--- config.mk ---
export PLATFORM = sky130hd
export DESIGN_NAME = crockford_base32_address_decoder_core
export DESIGN_NICKNAME = d
export VERILOG_FILES = /design/src/sv/cb32ad_pkg.sv /design/src/sv/crockford_base32_address_decoder_core.sv
export SDC_FILE = /design/constraint.sdc
export NUM_CORES = 1
export LEC_CHECK = 0
export ABC_AREA = 1
export BUFFER_PORTS_ARGS = -buffer_cell sky130_fd_sc_hd__buf_2
export CAP_MARGIN = 20
export CORE_ASPECT_RATIO = 0.8
export CORE_MARGIN = 2
export CORE_UTILIZATION = 44
export DETAILED_ROUTE_END_ITERATION = 8
export GPL_ROUTABILITY_DRIVEN = 0
export MAX_ROUTING_LAYER = met4
export PLACE_DENSITY = 0.66
export SYNTH_ARGS = -nofsm -noshare
export SYNTH_HDL_FRONTEND = slang
export SYNTH_SLANG_ARGS = --single-unit
export TNS_END_PERCENT = 20
--- constraint.sdc ---
create_clock -name clk -period 3.9 [get_ports clk]
set_input_delay 0.195 -clock clk [delete_from_list [all_inputs] [get_ports clk]]
set_output_delay 0.195 -clock clk [all_outputs]
set_load 0.01 [all_outputs]
--- src/sv/cb32ad_pkg.sv ---
// ----------------------------------------------------------------------------
// cb32ad_pkg
// Shared types, constants and the symbol lookup for the Crockford base32
// address decoder.
// ----------------------------------------------------------------------------
package cb32ad_pkg;

	localparam int unsigned SYM_W   = 8;
	localparam int unsigned DIGIT_W = 5;
	localparam int unsigned ADDR_W  = 128;
	localparam int unsigned HALF_W  = 64;
	localparam int unsigned ALPHA_N = 32;

	localparam logic [SYM_W-1:0] CH_HYPHEN  = 8'h2D; // '-'
	localparam logic [SYM_W-1:0] CH_LOWER_A = 8'h61; // 'a'
	localparam logic [SYM_W-1:0] CH_LOWER_Z = 8'h7A; // 'z'
	localparam logic [SYM_W-1:0] CASE_DIFF  = 8'h20; // 'a' - 'A'

	// String packs its first character at the top: digit k is ALPHABET[ALPHA_N-1-k].
	localparam logic [ALPHA_N-1:0][SYM_W-1:0] ALPHABET = "0123456789ABCDEFGHJKMNPQRSTVWXYZ";

	typedef struct packed {
		logic [SYM_W-1:0] symbol;
		logic             end_mark;
	} in_item_t;

	typedef struct packed {
		logic [HALF_W-1:0] address_high;
		logic [HALF_W-1:0] address_low;
		logic              decode_ok;
	} out_item_t;

	typedef struct packed {
		logic               hit;
		logic [DIGIT_W-1:0] value;
	} digit_t;

	// Fold a..z to upper case, then match against the alphabet.
	function automatic digit_t sym_lookup(input logic [SYM_W-1:0] ch);
		logic [SYM_W-1:0] up;
		digit_t           res;
		up = ch;
		if (ch >= CH_LOWER_A && ch <= CH_LOWER_Z) begin
			up = ch - CASE_DIFF;
		end
		res = '0;
		for (int k = 0; k < ALPHA_N; k++) begin
			if (ALPHABET[ALPHA_N-1-k] == up) begin
				res.hit   = 1'b1;
				res.value = DIGIT_W'(k);
			end
		end
		return res;
	endfunction

endpackage

--- src/sv/crockford_base32_address_decoder_core.sv ---
// Path: an end request passes the input register, then the result register.
// Throughput: one request per cycle; the input register is refilled while a
//   result waits, and only an end request stalls behind an untaken result.
// Timing is set by the single alphabet lookup and 5-bit shift of the accumulator.
// Reset (arst_n low): input and output valid flags, accumulator and error clear.
// ----------------------------------------------------------------------------
// crockford_base32_address_decoder_core
// Streams characters into a 128-bit Crockford base32 accumulator and emits
// the decoded address plus an ok flag on each end request.
// ----------------------------------------------------------------------------
module crockford_base32_address_decoder_core (
	input  logic                  clk,
	input  logic                  arst_n,
	input  logic                  in_valid,
	output logic                  in_ready,
	input  cb32ad_pkg::in_item_t  in_data,
	output logic                  out_valid,
	input  logic                  out_ready,
	output cb32ad_pkg::out_item_t out_data
);

	// Stage 1: registered input request.
	logic                 valid_s1;
	cb32ad_pkg::in_item_t data_s1;

	// Running state.
	logic [cb32ad_pkg::ADDR_W-1:0] accum_q;
	logic                          error_q;

	// Result register.
	logic                  out_valid_q;
	cb32ad_pkg::out_item_t out_data_q;

	logic               out_free;
	logic               s1_fire;
	logic               is_hyphen;
	cb32ad_pkg::digit_t digit;

	// Result slot can take a new value when empty or being drained.
	assign out_free = !out_valid_q || out_ready;

	// Character requests always retire; end requests need the result slot.
	assign s1_fire  = valid_s1 && (!data_s1.end_mark || out_free);
	assign in_ready = !valid_s1 || s1_fire;

	assign is_hyphen = (data_s1.symbol == cb32ad_pkg::CH_HYPHEN);
	assign digit     = cb32ad_pkg::sym_lookup(data_s1.symbol);

	// Input register.
	always_ff @(posedge clk or negedge arst_n) begin
		if (!arst_n) begin
			valid_s1 <= 1'b0;
		end else if (in_ready) begin
			valid_s1 <= in_valid;
		end
	end

	always_ff @(posedge clk) begin
		if (in_ready && in_valid) begin
			data_s1 <= in_data;
		end
	end

	// Accumulator and sticky error.
	always_ff @(posedge clk or negedge arst_n) begin
		if (!arst_n) begin
			accum_q <= '0;
			error_q <= 1'b0;
		end else if (s1_fire) begin
			if (data_s1.end_mark) begin
				accum_q <= '0;
				error_q <= 1'b0;
			end else if (!is_hyphen) begin
				if (digit.hit) begin
					// shift in five bits, wrapping modulo 2^128
					accum_q <= {accum_q[cb32ad_pkg::ADDR_W-cb32ad_pkg::DIGIT_W-1:0],
						digit.value};
				end else begin
					error_q <= 1'b1;
				end
			end
		end
	end

	// Result register.
	always_ff @(posedge clk or negedge arst_n) begin
		if (!arst_n) begin
			out_valid_q <= 1'b0;
		end else if (s1_fire && data_s1.end_mark) begin
			out_valid_q <= 1'b1;
		end else if (out_ready) begin
			out_valid_q <= 1'b0;
		end
	end

	always_ff @(posedge clk) begin
		if (s1_fire && data_s1.end_mark) begin
			if (error_q) begin
				out_data_q <= '0;
			end else begin
				out_data_q.address_high <= accum_q[cb32ad_pkg::ADDR_W-1:cb32ad_pkg::HALF_W];
				out_data_q.address_low  <= accum_q[cb32ad_pkg::HALF_W-1:0];
				out_data_q.decode_ok    <= 1'b1;
			end
		end
	end

	assign out_valid = out_valid_q;
	assign out_data  = out_data_q;

	// A failed decode never reports a nonzero address.
	a_bad_is_zero: assert property (@(posedge clk) disable iff (!arst_n)
		out_valid_q |-> (out_data_q.decode_ok ||
			(out_data_q.address_high == '0 && out_data_q.address_low == '0)))
		else $error("invalid decode carries nonzero address");

	// An end request leaves the running state cleared.
	a_end_clears: assert property (@(posedge clk) disable iff (!arst_n)
		(s1_fire && data_s1.end_mark) |=> (accum_q == '0 && !error_q))
		else $error("state not cleared after end request");

	// Input stalls only behind an end request waiting on the result slot.
	a_stall_cause: assert property (@(posedge clk) disable iff (!arst_n)
		!in_ready |-> (valid_s1 && data_s1.end_mark && out_valid_q && !out_ready))
		else $error("unexpected input stall");

	// A character outside the alphabet raises the sticky error.
	a_bad_char: assert property (@(posedge clk) disable iff (!arst_n)
		(s1_fire && !data_s1.end_mark && !is_hyphen && !digit.hit) |=> error_q)
		else $error("invalid character did not set error");

endmodule

Yosys cells after proc, flatten, opt, wreduce, memory -nomap -nowiden. Cells that the tools add are included.

$add $sub $neg: 1. Order comparisons: 2. Equal/unequal tests: 35. Muxes and demuxes: 42. Reduce and logical (&&, ||, !) cells: 14.

Operator list (number): $mux W128 (3); $mux W6 (32); $eq A7 B8 Y1 const A (22); $eq A6 B8 Y1 const A (10); $eq A8 B6 Y1 const B (1); $ge A8 B7 Y1 const B (1); $le A8 B7 Y1 const B (1); $mux W8 (1); $sub A8 B6 Y8 const B (1); $mux W1 (6); $reduce_and A3 Y1 (2); $logic_and A1 B1 Y1 (4); $ne A2 B2 Y1 const B (2); $reduce_bool A2 Y1 (2); $logic_not A1 Y1 (3); $logic_or A1 B1 Y1 (3).

Register bits after elaboration: 269. Input port bits: 13. Output and inout bits: 131. Word-level logic and storage cells: 103.

Depth between registers and ports, before layout. Gate-level depths: netlist of the first run.

Word-level depth: 39. Gate-level depth with buffers: 21. Depth with buffers taken out: 19.

Least setup slack after synthesis of the first run. Ideal clock, no wire load.

Kind: register to register. Start point: register data_s1[0] (netlist name). End point: register out_data_q, in the netlist out_data[0], enable pin. Library setup time: 483 ps. Data arrival time: 3278 ps. Path slack: 139 ps. Cell stages (with the launch flop): 6. Period minus slack after synthesis: 3761 ps. Cells stage by stage: edfxtp_1 > nand3_1 > nand2_1 > inv_1 > nand2_1 > inv_1.

Word-level cells in the longest chain between the ends: 4.

RTL lines: start: declaration (RTL line crockford_base32_address_decoder_core.sv:24) `cb32ad_pkg::in_item_t data_s1;`; start signal: assignment (RTL line crockford_base32_address_decoder_core.sv:60) `data_s1 <= in_data;`; $logic_not A1 Y1 (RTL line crockford_base32_address_decoder_core.sv:43) `assign s1_fire = valid_s1 && (!data_s1.end_mark || out_free);`; $logic_or A1 B1 Y1 (RTL line crockford_base32_address_decoder_core.sv:43); $logic_and A1 B1 Y1 (RTL line crockford_base32_address_decoder_core.sv:43); $logic_and A1 B1 Y1 (*) (RTL line crockford_base32_address_decoder_core.sv:97) `if (s1_fire && data_s1.end_mark) begin`; end: declaration (RTL line crockford_base32_address_decoder_core.sv:32) `cb32ad_pkg::out_item_t out_data_q;`.

Every way passes the cells marked *; elsewhere a longest branch is shown, timed or not. A chain may end at the register's enable or synchronous reset.

Final worst setup path of the first run.
Start point: register data_s1[2] (netlist name). End point: register accum_q[4] (netlist name).

Word-level cells in the longest chain between the ends: 38.

RTL lines: $ge A8 B7 Y1 / $le A8 B7 Y1 (equally long branches) (RTL line cb32ad_pkg.sv:43) `if (ch >= CH_LOWER_A && ch <= CH_LOWER_Z) begin`; $logic_and A1 B1 Y1 (RTL line cb32ad_pkg.sv:43); $mux W8 (RTL line cb32ad_pkg.sv:43); $eq A6 B8 Y1 (RTL line cb32ad_pkg.sv:48) `if (ALPHABET[ALPHA_N-1-k] == up) begin`; $mux W6 (31 in series) (RTL line cb32ad_pkg.sv:48); $mux W6 / $mux W128 (equally long branches) (RTL line cb32ad_pkg.sv:48, crockford_base32_address_decoder_core.sv:74); $reduce_bool A2 Y1 (no source line) / $mux W128 (equally long branches); $reduce_and A3 Y1 (no source line) / $mux W128 (equally long branches); end signal: assignment (RTL line crockford_base32_address_decoder_core.sv:76) `accum_q <= {accum_q[cb32ad_pkg::ADDR_W-cb32ad_pkg::DIGIT_W-1:0],`; end: declaration (RTL line crockford_base32_address_decoder_core.sv:27) `logic [cb32ad_pkg::ADDR_W-1:0] accum_q;`.

Several ways; a longest one is shown, not always the timed one. The select of a mux whose other input is x is not followed.

==> metrics.md, run 1 <==
| Metric | Value |
|---|---|
| Ys async rst share | 48.7% |
| Synth Area in Adders | 0.116% |
| Largest family of logic cells by synthesized area | simple AND/OR/NAND/NOR gates |
| Synth Area per Inst | 9.97 µm² |
| Vias per Instance | 4.54 |
| Pin count of the biggest net entering global routing | 103 |
| Final worst-path cycle share | 73.2% |
| Post-synthesis compound-gate area fraction | 1.50% |
| Max layer used | met4 |
| CP startpoint kind | flip-flop |
| Met2 wire len | 8.93 mm |
| PD cells | 469 nW/µm² |
| DIE AREA | 25800 µm² |
| Initial antenna violation count | 0 |
| Status | complete, no violations |
| Yosys warns | 0 |
| Most frequent CP cell | nand2_1 |
| Fin crit period | 2860 ps |
| Fin. Hold Viols | 0 |
| Seq pwr share | 52.0% |
| Share of cells above drive strength 1 | 17.7% |
| Yosys reg bits | 269 |
| Post-Synth XOR/XNOR Area | 0% |
| Worst Setup End Kind | flip-flop |
| Critical path cell sequence | nand2_2 -> nand2_1 -> nand2_1 -> nand3_1 -> nand2_1 -> inv_2 -> nor2_1 -> nand2_4 -> inv_4 -> nand2_1 -> nand3_1 -> inv_2 -> nand2_2 -> nor2_2 -> nand2_2 -> nand2_2 -> nor2_4 -> buf_4 -> o21ai_0 -> nand2_1 |
| CP Depth | 20 |
| Clock power frac | 41.7% |
| Post-synthesis cell count | 1080 |
| Synthesized area | 10800 µm² |
| Leakage power | 5.93 nW |
| Final Routed Wirelength | 19.9 mm |
| Area occupied by multi-input gates | 2490 µm² |
| Clock root cell | clkbuf_16 |
| # DRC | 0 |
| ANT nets after route | 0 |
| DR WL/cell | 12.6 µm |
| CP top delay family | simple AND/OR/NAND/NOR gates |
| First-pass GRT wire length | 32.9 mm |
| Pre-CTS setup slack | 1010 ps |
| Final Skew | 22.7 ps |
| Switch share | 23.0% |
| Maximum VDD drop | 321 µV |
| CTS tree | built |
| Syn-to-layout area delta | 18.2% |
| Most frequent cells in the layout | nand2_1, nor2_1, inv_1, buf_2, edfxtp_1 |
| Synth Area in Simple Gates | 21.4% |
| First-pass DRT Iterations | 5 |
| Routed vias | 7134 |
| Buf/Inv on CP | 4 |
| I/O Pins | 144 |
| Vias in the first global route | 6774 |
| Gate power share | 6.3% |
| Fmax | 0.350 GHz |
| Slew headroom | 43.9% |
| Worst R2R Path Depth | 20 |
| Metal3 WL | 968 µm |
| Starting Density | 44.5% |
| Total negative setup slack | 0 ps |
| H-tree depth | 1 |
| Antenna diodes | 0 |
| NetSw | 1.37 mW |
| Slowest cell on the critical path | buf_4 |
| Commonest non-fill, non-tap cell in the layout | nand2_1 |
| M1 WL | 9.56 mm |
| Fin worst setup slack | 1040 ps |
| Ys flop type | edfxtp_1 |
| Synth Net Count | 1094 |
| Starting DRT DRC Count | 472 |
| Detail Placement HPWL | 12.0 mm |
| Worst-case clock buffer depth | 3 |
| Die H | 144 µm |
| Int Power | 4.60 mW |
| Final Max Slew Viols | 0 |
| Post-CTS Setup Repair Bufs | 0 |
| Post-synth EDFFs | 138 |
| Final-stage net count | 1247 |
| Crit Path Max Fanout | 68 |
| Slew @ Worst Pin | 841 ps |
| Sequential element share of the synthesized area | 68.9% |
| Critical Path RT | 4360 ps |
| Fill count | 2196 |
| Yosys cell types | 31 |
| Min-delay worst type | primary input to async pin |
| RSZ-0062 raised after global routing | no |
| # clock sinks | 269 |
| Port Buffers | 143 |
| Row count | 51 |
| Final setup fails | 0 |
| Setup CP Type | flip-flop to flip-flop |
| Core ar. | 24200 µm² |
| GR Util All Layers | 16.2% |
| Max capacitance violation total | 0 |
| CTS buffer count | 27 |
| Die Wd | 179 µm |
| Overflow after GRT | 0 |
| FF+latch area | 7430 µm² |
| Multiplexer share of the synthesized area | 0% |
| CP arrival | 3310 ps |
| Clock transition at path regs | 60 ps |
| Worst-Skew Late Latency | 540 ps |
| Max incr delay on CP | 540 ps |
[power groups by stage]
stage	combinational (mW)	clock, mW	sequential, mW
2_1_floorplan	0.188	0	3.20
3_3_place_gp	0.309	0	3.21
3_5_place_dp	0.312	0	3.21
4_1_cts	0.323	2.55	3.15
5_1_grt	0.419	2.67	3.11
6_report	0.374	2.49	3.10
[final timing paths]
path                       slack [ps]            to          from
min reg2reg                       470  accum_q[125]  accum_q[125]
max reg2reg                      1040    accum_q[4]    data_s1[2]
min in group clk                  390    data_s1[6]    in_data[6]
max                              1040    accum_q[4]    data_s1[2]
min                               330   accum_q[14]        arst_n
max in group asynchronous        2670   accum_q[53]        arst_n
[final cells by class]
cell class | instances | share of cell area, %
clock inverter | 11 | 0.501
tap | 318 | 3.13
clock buffer | 39 | 6.30
sequential | 269 | 58.3
timing repair buffer | 166 | 7.54
inverter | 154 | 4.62
multi-input combinational | 615 | 19.6
[Yosys cell counts (all sizes together), types with 3 or more instances]
master	instances	area [µm²]
nand2	414	1580
nor2	157	609
inv	154	583
edfxtp	138	4140
dfrtp	131	3280
buf	29	233
clkbuf	13	48.8
o21ai	12	67.6
nand3	10	50.1
nand4	7	43.8
o41ai	4	50.1
nor3	3	15.0
[routing by layer]
layer  up-vias  track usage, %
met4         0            3.85
met5         -               -
met1      3325            22.9
li1       3607               -
met3        31            2.65
met2       171            24.7
[through the flow]
stage | util [%] | instance area [µm²] | cells | total power, mW | hold slack [ps]
final | 52.6 | 12700 | 1572 | 5.97 | 330
after global routing | 52.6 | 12700 | 1572 | 6.20 | 369
after CTS | 52.5 | 12700 | 1571 | 6.03 | 351
after detailed placement | 48.4 | 11700 | 1508 | 3.52 | 339
after global placement | 48.4 | 11700 | 1508 | 3.52 | 333
after floorplan | - | 10800 | 1080 | 3.38 | -101
[sequential cells by signal, indices dropped and copies added (netlist names)]
signal	count
out_data	129
accum_q	128
data_s1	9
error_q	1
out_valid	1
valid_s1	1
[what timing repair did]
action,in CTS,in global routing
hold buffers,13,0
resized for setup,0,0
hold endpoints to repair,98,0
[cell families after synthesis]
family          Yosys count
flops                   269
buf+inv                 196
compound gates           22
fa+ha+maj                 1
simple gates            592
No activity file was read; power rests on OpenSTA's default activity.
==> run 2, diff against run 1 <==
Clock period 3.9 ns to 2.5 ns, I/O delays scaled along.
==> run 2 against run 1 <==
  * The run now ends with setup timing left
  * Via count grew 4.0%
  * Register-to-register slack worse by 1100 ps
  * Combinational power up 87%
  * Non-clock buffer count rose by 49
  * Largest cell class unchanged
==> metrics.md, run 2 (synthesis gave the netlist of run 1 again) <==
| Metric | Value |
|---|---|
| DR WL/cell | 13.9 µm (+9.8%) |
| Setup CP Type | flip-flop to flip-flop |
| Slew @ Worst Pin | 608 ps (-234 ps) |
| CP startpoint kind | flip-flop |
| Die Wd | 179 µm (unchanged) |
| Switch share | 22.7% (-0.30 points) |
| Clock transition at path regs | 60 ps (about the same) |
| Max capacitance violation total | 0 (unchanged) |
| Vias per Instance | 4.58 (+0.82%) |
| Slowest cell on the critical path | edfxtp_1 |
| Commonest non-fill, non-tap cell in the layout | nand2_1 |
| PD cells | 701 nW/µm² (+49%) |
| DIE AREA | 25800 µm² (unchanged) |
| Row count | 51 (unchanged) |
| # DRC | 0 (unchanged) |
| Final Max Slew Viols | 0 (unchanged) |
| Buf/Inv on CP | 6 (+2) |
| Min-delay worst type | primary input to async pin |
| First-pass DRT Iterations | 5 (unchanged) |
| CTS tree | built |
| Int Power | 7.43 mW (+62%) |
| Most frequent cells in the layout | nand2_1, nor2_1, inv_1, buf_2, edfxtp_1 |
| Crit path launch | data_s1[6] |
| RR Startpoint | data_s1[6] |
| Starting DRT DRC Count | 569 (+21%) |
| GR Util All Layers | 16.7% (+0.48 points) |
| Vias in the first global route | 6876 (+1.5%) |
| Final setup fails | 128 (+128) |
| Gate power share | 7.3% (+1.0 points) |
| CP arrival | 3080 ps (-230 ps) |
| Critical path cell sequence | inv_2 -> ha_4 -> nand4_1 -> nand2_1 -> nor2_4 -> nand2_4 -> inv_6 -> nand2_4 -> nand3_2 -> inv_2 -> nand2_2 -> nor2_4 -> nand2_2 -> nand2_2 -> nor2_4 -> buf_12 -> buf_12 -> clkbuf_16 -> nand2_1 -> nand2_1 |
| First-pass GRT wire length | 33.8 mm (+2.9%) |
| NetSw | 2.18 mW (+59%) |
| Final Routed Wirelength | 22.5 mm (+13%) |
| Syn-to-layout area delta | 27.4% |
| Final worst-path cycle share | 104% (+31 points) |
| Worst-Skew Late Latency | 540 ps (about the same) |
| Overflow after GRT | 0 (unchanged) |
| I/O Pins | 144 (unchanged) |
| Core ar. | 24200 µm² (unchanged) |
| Final-stage net count | 1297 (+4.0%) |
| Slew headroom | 59.0% (+15 points) |
| Clock root cell | clkbuf_16 |
| Seq pwr share | 50.7% (-1.3 points) |
| CTS buffer count | 27 (unchanged) |
| DP Area | 12000 µm² (+2.1%) |
| Maximum VDD drop | 488 µV (+52%) |
| Final Skew | 11.9 ps (-10.7 ps) |
| Critical Path RT | 2980 ps (-1380 ps) |
| Status | finished with violations |
| Fin. Hold Viols | 0 (unchanged) |
| Pin count of the biggest net entering global routing | 75 (-27%) |
| CP top delay family | simple AND/OR/NAND/NOR gates |
| Fin worst setup slack | -101 ps (-1150 ps) |
| Antenna diodes | 0 (unchanged) |
| Worst Setup End Kind | flip-flop |
| Fin area | 13700 µm² (+7.8%) |
| RSZ-0062 raised after global routing | yes |
| H-tree depth | 1 (unchanged) |
| Detail Placement HPWL | 13.1 mm (+9.6%) |
| Fmax | 0.384 GHz (+9.8%) |
| Initial antenna violation count | 0 (unchanged) |
| Die H | 144 µm (unchanged) |
| Leakage power | 6.42 nW (+8.3%) |
| Max reg flops | 129 (unchanged) |
| Failing checks | setup timing |
| # clock sinks | 269 (unchanged) |
| Fin crit period | 2600 ps (-254 ps) |
| Worst-case clock buffer depth | 3 (unchanged) |
| Pre-CTS setup slack | -45.3 ps (-1050 ps) |
| Clock power frac | 42.0% (+0.3 points) |
| Starting Density | 44.5% (unchanged) |
| Max incr delay on CP | 460 ps (-80 ps) |
| ANT nets after route | 0 (unchanged) |
| Crit Path Max Fanout | 8 (-88%) |
| Share of cells above drive strength 1 | 24.0% (+6.3 points) |
| Port Buffers | 143 (unchanged) |
| Routed vias | 7421 (+4.0%) |
[run 2: repair_timing]
action,CTS,global route
pin swaps,2,59
resized for setup,9,55
setup buffers,1,24
gates cloned,0,14
setup endpoints to repair,68,128
hold endpoints to repair,116,0
hold buffers,14,0
[run 2: worst paths after layout]
| check | endpoint | slack [ps] | depth (start not counted) |
|---|---|---|---|
| setup / recovery | accum_q[81] | -100 | 20 |
| hold / removal | valid_s1 | 100 | 2 |
| setup reg to reg | accum_q[81] | -100 | 20 |
| hold reg to reg | accum_q[124] | 470 | 2 |
| max in group asynchronous | accum_q[71] | 1660 | 3 |
| min in group clk | data_s1[0] | 290 | 2 |
[run 2: stage by stage]
| step | power, mW | TNS, ps | hold slack, ps | utilization [%] | cells |
|---|---|---|---|---|---|
| 6_report | 9.61 | -8040 | 103 | 56.7 | 1622 |
| 3_5_place_dp | 5.56 | -882 | 103 | 49.4 | 1519 |
| 2_1_floorplan | 5.27 | -72700 | -171 | - | 1080 |
| 4_1_cts | 9.62 | -59.0 | 123 | 53.8 | 1584 |
| 5_1_grt | 9.94 | -26370 | 161 | 56.7 | 1622 |
| 3_3_place_gp | 5.55 | 0 | 91.7 | 49.4 | 1519 |
[run 2: final cells by class]
type	count	area [µm²]
clock buffer	41	748
timing repair buffer	215	1740
inverter	154	592
tap	318	398
multi-input combinational	615	2670
timing repair inverter	1	5.00
sequential	269	7430
fill	2063	10500
clock inverter	9	138
[run 2: per-layer routing]
layer / up-vias / share of wire [%] / track usage [%]
li1: 3706 / - / -
met1: 3458 / 47 / 23.9
met2: 213 / 46 / 25.0
met3: 44 / 4.7 / 2.43
met4: 0 / 2.4 / 4.88
met5: - / 0 / -
[run 2: power by group through the flow]
| stage | Clock [mW] | Sequential [mW] | Combinational, mW |
|---|---|---|---|
| after floorplan | 0 | 4.98 | 0.295 |
| after global placement | 0 | 4.96 | 0.586 |
| after detailed placement | 0 | 4.97 | 0.594 |
| after CTS | 4.13 | 4.88 | 0.618 |
| after global routing | 4.28 | 4.89 | 0.766 |
| final | 4.04 | 4.88 | 0.699 |
